### config.mk
export PLATFORM = sky130hd
export DESIGN_NAME = png_chunk_framer_crc32_top
export DESIGN_NICKNAME = d
export VERILOG_FILES = /design/src/design/pcf_pkg.sv /design/src/design/pcf_in_reg.sv /design/src/design/pcf_core.sv /design/src/design/png_chunk_framer_crc32_top.sv
export SDC_FILE = /design/constraint.sdc
export NUM_CORES = 1
export LEC_CHECK = 0
export BUFFER_PORTS_ARGS = -buffer_cell sky130_fd_sc_hd__buf_2
export CAP_MARGIN = 0
export CORE_AREA = 2 2 153 140
export CTS_CLUSTER_DIAMETER = 40
export CTS_CLUSTER_SIZE = 8
export DETAILED_ROUTE_END_ITERATION = 8
export DIE_AREA = 0 0 155 142
export HOLD_SLACK_MARGIN = 0.12
export PLACE_DENSITY = 0.86
export SYNTH_ARGS = -nofsm -noshare
export SYNTH_HDL_FRONTEND = slang
export SYNTH_SLANG_ARGS = --single-unit
### constraint.sdc
create_clock -name i_clk -period 5.17 [get_ports i_clk]
set_input_delay 0.7755 -clock i_clk [delete_from_list [all_inputs] [get_ports i_clk]]
set_output_delay 0.7755 -clock i_clk [all_outputs]
set_load 0.05 [all_outputs]
### src/design/pcf_pkg.sv
// shared types, constants and the crc-32 byte fold for the png chunk framer
// no dependencies
package pcf_pkg;

    localparam int unsigned LEN_W       = 31;
    localparam int unsigned TYPE_W      = 32;
    localparam int unsigned BYTE_W      = 8;
    localparam int unsigned CRC_W       = 32;
    localparam int unsigned HDR_BYTES   = 8;
    localparam int unsigned CRC_BYTES   = 4;
    localparam int unsigned HDR_CNT_W   = 4;
    localparam int unsigned CRC_CNT_W   = 3;

    localparam logic [CRC_W-1:0] CRC_POLY = 32'hEDB8_8320;
    localparam logic [CRC_W-1:0] CRC_ONES = 32'hFFFF_FFFF;

    typedef enum logic {
        OP_START = 1'b0,
        OP_DATA  = 1'b1
    } t_opcode;

    typedef struct packed {
        t_opcode                opcode;
        logic [LEN_W-1:0]       chunk_length;
        logic [TYPE_W-1:0]      chunk_type;
        logic [BYTE_W-1:0]      data_byte;
    } t_item;

    // reflected crc-32, one byte per call
    function automatic logic [CRC_W-1:0] crc_fold(
        input logic [CRC_W-1:0]  crc,
        input logic [BYTE_W-1:0] b
    );
        logic [CRC_W-1:0] c;
        c = crc ^ {{(CRC_W-BYTE_W){1'b0}}, b};
        for (int k = 0; k < BYTE_W; k++) begin
            if (c[0]) begin
                c = CRC_POLY ^ (c >> 1);
            end else begin
                c = c >> 1;
            end
        end
        return c;
    endfunction

endpackage

### src/design/pcf_in_reg.sv
// input register stage of the png chunk framer
// depends on pcf_pkg for the item struct
module pcf_in_reg (
    input  logic            i_clk,
    input  logic            i_rst_n,
    input  logic            i_in_valid,
    output logic            o_in_stall,
    input  logic            i_opcode,
    input  logic [30:0]     i_chunk_length,
    input  logic [31:0]     i_chunk_type,
    input  logic [7:0]      i_data_byte,
    input  logic            i_take,
    output logic            o_item_valid,
    output pcf_pkg::t_item  o_item
);
    import pcf_pkg::*;

    logic  r_valid;
    t_item r_item;
    logic  w_load;

    // slot frees in the same cycle the core takes the held item
    assign o_in_stall = r_valid && !i_take;
    assign w_load     = i_in_valid && !o_in_stall;

    always_ff @(posedge i_clk) begin
        if (!i_rst_n) begin
            r_valid <= 1'b0;
        end else if (w_load) begin
            r_valid <= 1'b1;
        end else if (i_take) begin
            r_valid <= 1'b0;
        end
    end

    always_ff @(posedge i_clk) begin
        if (w_load) begin
            r_item.opcode       <= t_opcode'(i_opcode);
            r_item.chunk_length <= i_chunk_length;
            r_item.chunk_type   <= i_chunk_type;
            r_item.data_byte    <= i_data_byte;
        end
    end

    assign o_item_valid = r_valid;
    assign o_item       = r_item;

endmodule

### src/design/pcf_core.sv
// chunk sequencer: header, data and crc byte emission, running crc, output register
// depends on pcf_pkg for constants, the item struct and crc_fold
module pcf_core (
    input  logic            i_clk,
    input  logic            i_rst_n,
    input  logic            i_item_valid,
    input  pcf_pkg::t_item  i_item,
    output logic            o_take,
    output logic            o_out_valid,
    input  logic            i_out_stall,
    output logic [7:0]      o_out_byte,
    output logic            o_chunk_end
);
    import pcf_pkg::*;

    logic [HDR_CNT_W-1:0]        r_hdr_cnt, n_hdr_cnt;
    logic [HDR_BYTES*BYTE_W-1:0] r_hdr, n_hdr;
    logic                        r_len_zero, n_len_zero;
    logic [CRC_CNT_W-1:0]        r_crc_cnt, n_crc_cnt;
    logic [CRC_W-1:0]            r_crc, n_crc;
    logic [LEN_W-1:0]            r_remaining, n_remaining;
    logic                        r_open, n_open;
    logic                        r_out_valid;
    logic [BYTE_W-1:0]           r_out_byte, n_out_byte;
    logic                        r_out_end, n_out_end;

    logic              w_advance;
    logic              w_busy;
    logic              w_emit;
    logic [CRC_W-1:0]  w_crc_inv;

    assign w_advance = !r_out_valid || !i_out_stall;
    assign w_busy    = (r_hdr_cnt != '0) || (r_crc_cnt != '0);
    assign w_crc_inv = r_crc ^ CRC_ONES;

    // a start only loads the header; a data byte needs the output slot while a chunk is open
    always_comb begin
        o_take = 1'b0;
        if (i_item_valid && !w_busy) begin
            if (i_item.opcode == OP_START || !r_open) begin
                o_take = 1'b1;
            end else begin
                o_take = w_advance;
            end
        end
    end

    always_comb begin
        n_hdr_cnt   = r_hdr_cnt;
        n_hdr       = r_hdr;
        n_len_zero  = r_len_zero;
        n_crc_cnt   = r_crc_cnt;
        n_crc       = r_crc;
        n_remaining = r_remaining;
        n_open      = r_open;
        n_out_byte  = r_out_byte;
        n_out_end   = r_out_end;
        w_emit      = 1'b0;

        if (r_hdr_cnt != '0) begin
            if (w_advance) begin
                w_emit     = 1'b1;
                n_out_byte = r_hdr[HDR_BYTES*BYTE_W-1 -: BYTE_W];
                n_out_end  = 1'b0;
                n_hdr      = r_hdr << BYTE_W;
                n_hdr_cnt  = r_hdr_cnt - 1'b1;
                // last four header bytes are the type, covered by the crc
                if (r_hdr_cnt <= HDR_CNT_W'(CRC_BYTES)) begin
                    n_crc = crc_fold(r_crc, r_hdr[HDR_BYTES*BYTE_W-1 -: BYTE_W]);
                end
                if (r_hdr_cnt == HDR_CNT_W'(1) && r_len_zero) begin
                    n_crc_cnt = CRC_CNT_W'(CRC_BYTES);
                end
            end
        end else if (r_crc_cnt != '0) begin
            if (w_advance) begin
                w_emit    = 1'b1;
                n_crc_cnt = r_crc_cnt - 1'b1;
                n_out_end = (r_crc_cnt == CRC_CNT_W'(1));
                case (r_crc_cnt)
                    CRC_CNT_W'(4): n_out_byte = w_crc_inv[31:24];
                    CRC_CNT_W'(3): n_out_byte = w_crc_inv[23:16];
                    CRC_CNT_W'(2): n_out_byte = w_crc_inv[15:8];
                    default:       n_out_byte = w_crc_inv[7:0];
                endcase
                if (r_crc_cnt == CRC_CNT_W'(1)) begin
                    n_crc = CRC_ONES;
                end
            end
        end else if (o_take) begin
            if (i_item.opcode == OP_START) begin
                n_hdr       = {1'b0, i_item.chunk_length, i_item.chunk_type};
                n_hdr_cnt   = HDR_CNT_W'(HDR_BYTES);
                n_len_zero  = (i_item.chunk_length == '0);
                n_crc       = CRC_ONES;
                n_remaining = i_item.chunk_length;
                n_open      = (i_item.chunk_length != '0);
            end else if (r_open) begin
                w_emit      = 1'b1;
                n_out_byte  = i_item.data_byte;
                n_out_end   = 1'b0;
                n_crc       = crc_fold(r_crc, i_item.data_byte);
                n_remaining = r_remaining - 1'b1;
                if (r_remaining == LEN_W'(1)) begin
                    n_open    = 1'b0;
                    n_crc_cnt = CRC_CNT_W'(CRC_BYTES);
                end
            end
        end
    end

    always_ff @(posedge i_clk) begin
        if (!i_rst_n) begin
            r_hdr_cnt   <= '0;
            r_crc_cnt   <= '0;
            r_crc       <= CRC_ONES;
            r_remaining <= '0;
            r_open      <= 1'b0;
            r_out_valid <= 1'b0;
        end else begin
            r_hdr_cnt   <= n_hdr_cnt;
            r_crc_cnt   <= n_crc_cnt;
            r_crc       <= n_crc;
            r_remaining <= n_remaining;
            r_open      <= n_open;
            r_out_valid <= w_emit || !w_advance;
        end
    end

    always_ff @(posedge i_clk) begin
        r_hdr      <= n_hdr;
        r_len_zero <= n_len_zero;
        r_out_byte <= n_out_byte;
        r_out_end  <= n_out_end;
    end

    assign o_out_valid = r_out_valid;
    assign o_out_byte  = r_out_byte;
    assign o_chunk_end = r_out_end;

    a_hdr_crc_excl: assert property (@(posedge i_clk) disable iff (!i_rst_n)
        !((r_hdr_cnt != '0) && (r_crc_cnt != '0)))
        else $error("header and crc emission overlap");

    a_hdr_cnt_range: assert property (@(posedge i_clk) disable iff (!i_rst_n)
        r_hdr_cnt <= HDR_CNT_W'(HDR_BYTES))
        else $error("header count out of range");

    a_open_remaining: assert property (@(posedge i_clk) disable iff (!i_rst_n)
        r_open |-> (r_remaining != '0))
        else $error("open chunk with no bytes remaining");

    a_crc_reseed: assert property (@(posedge i_clk) disable iff (!i_rst_n)
        (r_crc_cnt == CRC_CNT_W'(1) && w_advance) |=>
            (r_crc == CRC_ONES && r_crc_cnt == '0 && r_out_valid && r_out_end))
        else $error("crc not reseeded after last crc byte");

    a_no_take_busy: assert property (@(posedge i_clk) disable iff (!i_rst_n)
        o_take |-> !w_busy)
        else $error("item taken during emission");

endmodule

### src/design/png_chunk_framer_crc32_top.sv
// png chunk framer with crc-32: top level, input register plus sequencer core
// depends on pcf_pkg, pcf_in_reg and pcf_core
// path: a data byte is held in the input register, then in the output register
// throughput: one data byte per cycle while i_out_stall is low, set by the single
//   byte-wide output register; a start item holds the input for the header load, the
//   8 header bytes and, at zero length, 4 crc bytes; a chunk's last byte for the 4 crc bytes
// reset: synchronous active-low i_rst_n empties both registers, closes any chunk and
//   seeds the crc to all ones
module png_chunk_framer_crc32_top (
    input  logic        i_clk,
    input  logic        i_rst_n,
    // input channel
    input  logic        i_in_valid,
    output logic        o_in_stall,
    input  logic        i_opcode,
    input  logic [30:0] i_chunk_length,
    input  logic [31:0] i_chunk_type,
    input  logic [7:0]  i_data_byte,
    // output channel
    output logic        o_out_valid,
    input  logic        i_out_stall,
    output logic [7:0]  o_out_byte,
    output logic        o_chunk_end
);
    import pcf_pkg::*;

    // held item and its handoff into the core
    logic  w_item_valid;
    t_item w_item;
    logic  w_take;

    // input register: one item waits here while the core finishes the last one
    pcf_in_reg u_in_reg (
        .i_clk          (i_clk),
        .i_rst_n        (i_rst_n),
        .i_in_valid     (i_in_valid),
        .o_in_stall     (o_in_stall),
        .i_opcode       (i_opcode),
        .i_chunk_length (i_chunk_length),
        .i_chunk_type   (i_chunk_type),
        .i_data_byte    (i_data_byte),
        .i_take         (w_take),
        .o_item_valid   (w_item_valid),
        .o_item         (w_item)
    );

    // core: header shift, crc fold per byte, crc emission, output register
    // a data byte with no chunk open is taken and dropped with no transfer out
    pcf_core u_core (
        .i_clk        (i_clk),
        .i_rst_n      (i_rst_n),
        .i_item_valid (w_item_valid),
        .i_item       (w_item),
        .o_take       (w_take),
        .o_out_valid  (o_out_valid),
        .i_out_stall  (i_out_stall),
        .o_out_byte   (o_out_byte),
        .o_chunk_end  (o_chunk_end)
    );

endmodule
==> results_dict.tcl <==
set metrics [dict create \
    drc 0 \
    cts_tree "done" \
    antenna_left 0 \
    seq_area_sq_um 5850 \
    syn2layout_area_growth_pct 14.8 \
    die_h_um 142 \
    clock.fmax_mhz 285 \
    netlist_area_sq_um 10900 \
    grt_antenna_before_repair 0 \
    cts_root_buffer "clkbuf_16" \
    hpwl_mm 16.7 \
    cts_buffers 36 \
    drv_cap 0 \
    finalCritPeriodShare 0.678 \
    yosys.area.top_type_share 0.403 \
    vias 8574 \
    cts_resized 0 \
    ios 87 \
    min_path_type "in2reg" \
    synth_seq_cells 219 \
    cp.required_ps 4390 \
    path_class "reg2out" \
    synth-edff-count 146 \
    drt_iter0_drc 977 \
    wl_per_cell_um 18.8 \
    end_kind "primary output" \
    ys.flop_type "edfxtp_1" \
    fillers 1542 \
    port_buffers 86 \
    yosysMostFrequentCell "nand2_1" \
    die_area_sq_um 22000 \
    synth-seq-area-share 0.537 \
    row_count 50 \
    synthTopCellsByCount "nand2_1 (225), edfxtp_1 (146), xnor2_1 (83)" \
    worst_pin_slew_ps 1140 \
    crit_fanout 91 \
    yosysWarnings 0 \
    start_util 0.532 \
    drt_pre_antenna_iters 6 \
    yosysTopAreaCell "edfxtp_1" \
    syn_nets 1127 \
    status "finished, final reports clean" \
    slew_violations 0 \
    placed_cells 1337 \
    tns_ps 0 \
    clkLatencyLatePin_ps 510 \
    rsz0062_at_grt "false" \
    instances_no_fill 1402 \
    cts_hold_buf 0 \
    grt-ovfl-total 0 \
    viasPerCell 6.12 \
    track_usage 0.244 \
    multiInputGateArea_sq_um 4680 \
    fin_crit_ps 3500 \
    async_reset_ff_frac 0 \
    final_hold_viol_count 0 \
    synth_cell_type_count 75 \
    synthTopCellsByArea "edfxtp_1 (40%), dfxtp_1 (13%), nand2_1 (7.8%), xnor2_1 (6.7%), a21oi_1 (2.3%)" \
    grt_start_max_net_pins 92 \
    layout-drive-gt1-share 0.147 \
    post_cts_buffers 0 \
    gp_routability_congestion 0.983 \
    setup_viol 0 \
    clkTransAtPathRegs_ps 50 \
    n_antenna_cell 0 \
    syn_inst 1049 \
    cts_buffer_depth 3 \
    htree_levels 2 \
    final_nets 1193 \
    fp.coreArea_sq_um 20500 \
    grt_pass1_wl_mm 42.5 \
    cts_sinks 219 \
    worstSetupStartpointType "register" \
    syn_avg_cell_area_sq_um 10.4 \
    grt_pass1_vias 8181 \
    max-slew-margin-rel 0.240 \
    worstPathArrival_ps 2730 \
    die_x_um 155 \
    fin_skew_ps 17.1 \
    wl_mm 26.4 \
]
[worst paths after layout]
check,depth (start not counted),startpoint,slack (ps),end
setup reg to reg,6,u_core.r_hdr_cnt[0],1730,u_core.r_crc[31]
hold reg to reg,2,u_core.r_remaining[21],480,u_core.r_remaining[21]
setup / recovery,4,u_core.r_hdr_cnt[2],1670,o_in_stall
hold / removal,1,i_chunk_type[22],430,u_in_reg.o_item[30]
[placed cells by master (no fill, tap or decap), types with 7 or more instances in the layout]
cell type,synthesis,routed
nand2_1,225,225
edfxtp_1,146,146
buf_2,2,86
xnor2_1,83,83
dfxtp_1,73,73
nor2_1,51,51
a21oi_1,50,50
o21ai_0,40,40
clkbuf_16,0,36
xor2_1,27,27
nor3_1,25,25
o22ai_1,22,21
inv_1,19,19
o211ai_1,19,19
clkbuf_1,49,18
nor4_1,15,14
a31oi_1,13,13
and2_1,12,12
mux2i_1,9,9
buf_4,2,9
a211o_1,8,8
a221oi_1,8,8
a211oi_1,8,8
nand4_1,7,7
o21ai_1,7,7
[registers in the layout, summed over array words and instances (netlist names), 3 cells and up]
register,cells
u_in_reg.o_item,72
u_core.r_hdr,64
u_core.r_crc,32
u_core.r_remaining,31
u_core.o_out_byte,8
u_core.r_hdr_cnt,4
u_core.r_crc_cnt,3
[metrics by stage]
step	setup WS (ps)	utilization	instance area, sq um	hold slack (ps)
after floorplan	16.2	-	10900	451
after global placement	1900	0.558	11400	468
after detailed placement	1800	0.558	11400	475
after CTS	1670	0.610	12500	417
after global routing	1520	0.610	12500	422
final	1670	0.610	12500	434
[critical path, stage by stage (launching register included)]
cell and delay, ps:
dfxtp_1 510, or4_4 810, nor2_1 180, a21oi_1 370, buf_2 340
[cells by family (layout without fill, tap and decap cells)]
| family | after synthesis | in the layout | share of synthesized area |
|---|---|---|---|
| buf+inv | 87 | 180 | 0.0353 |
| xor+xnor | 119 | 119 | 0.108 |
| fa+ha+maj | 2 | 2 | 0.00230 |
| flops | 219 | 219 | 0.537 |
| compound gates | 231 | 231 | 0.143 |
| mux | 15 | 15 | 0.0211 |
| simple gates | 376 | 376 | 0.153 |
[final cells by class]
cell class | count | area share
multi-input combinational | 743 | 0.374
sequential | 219 | 0.468
timing repair buffer | 95 | 0.0399
clock buffer | 55 | 0.0786
clock inverter | 10 | 0.00691
tap | 260 | 0.0260
inverter | 20 | 0.00601
[metal layers]
layer  track usage  routed length, um  share of wire  vias up
li1              -                  -              -     3920
met1         0.331              10600           0.40     3964
met2         0.380              11900           0.45      590
met3        0.0493               2820           0.11      100
met4         0.114               1080          0.041        0
met5       0.00454                  0              0        -
Power is not shown: default switching activity piles up to over one toggle a cycle in this logic, so the estimate is an artifact.
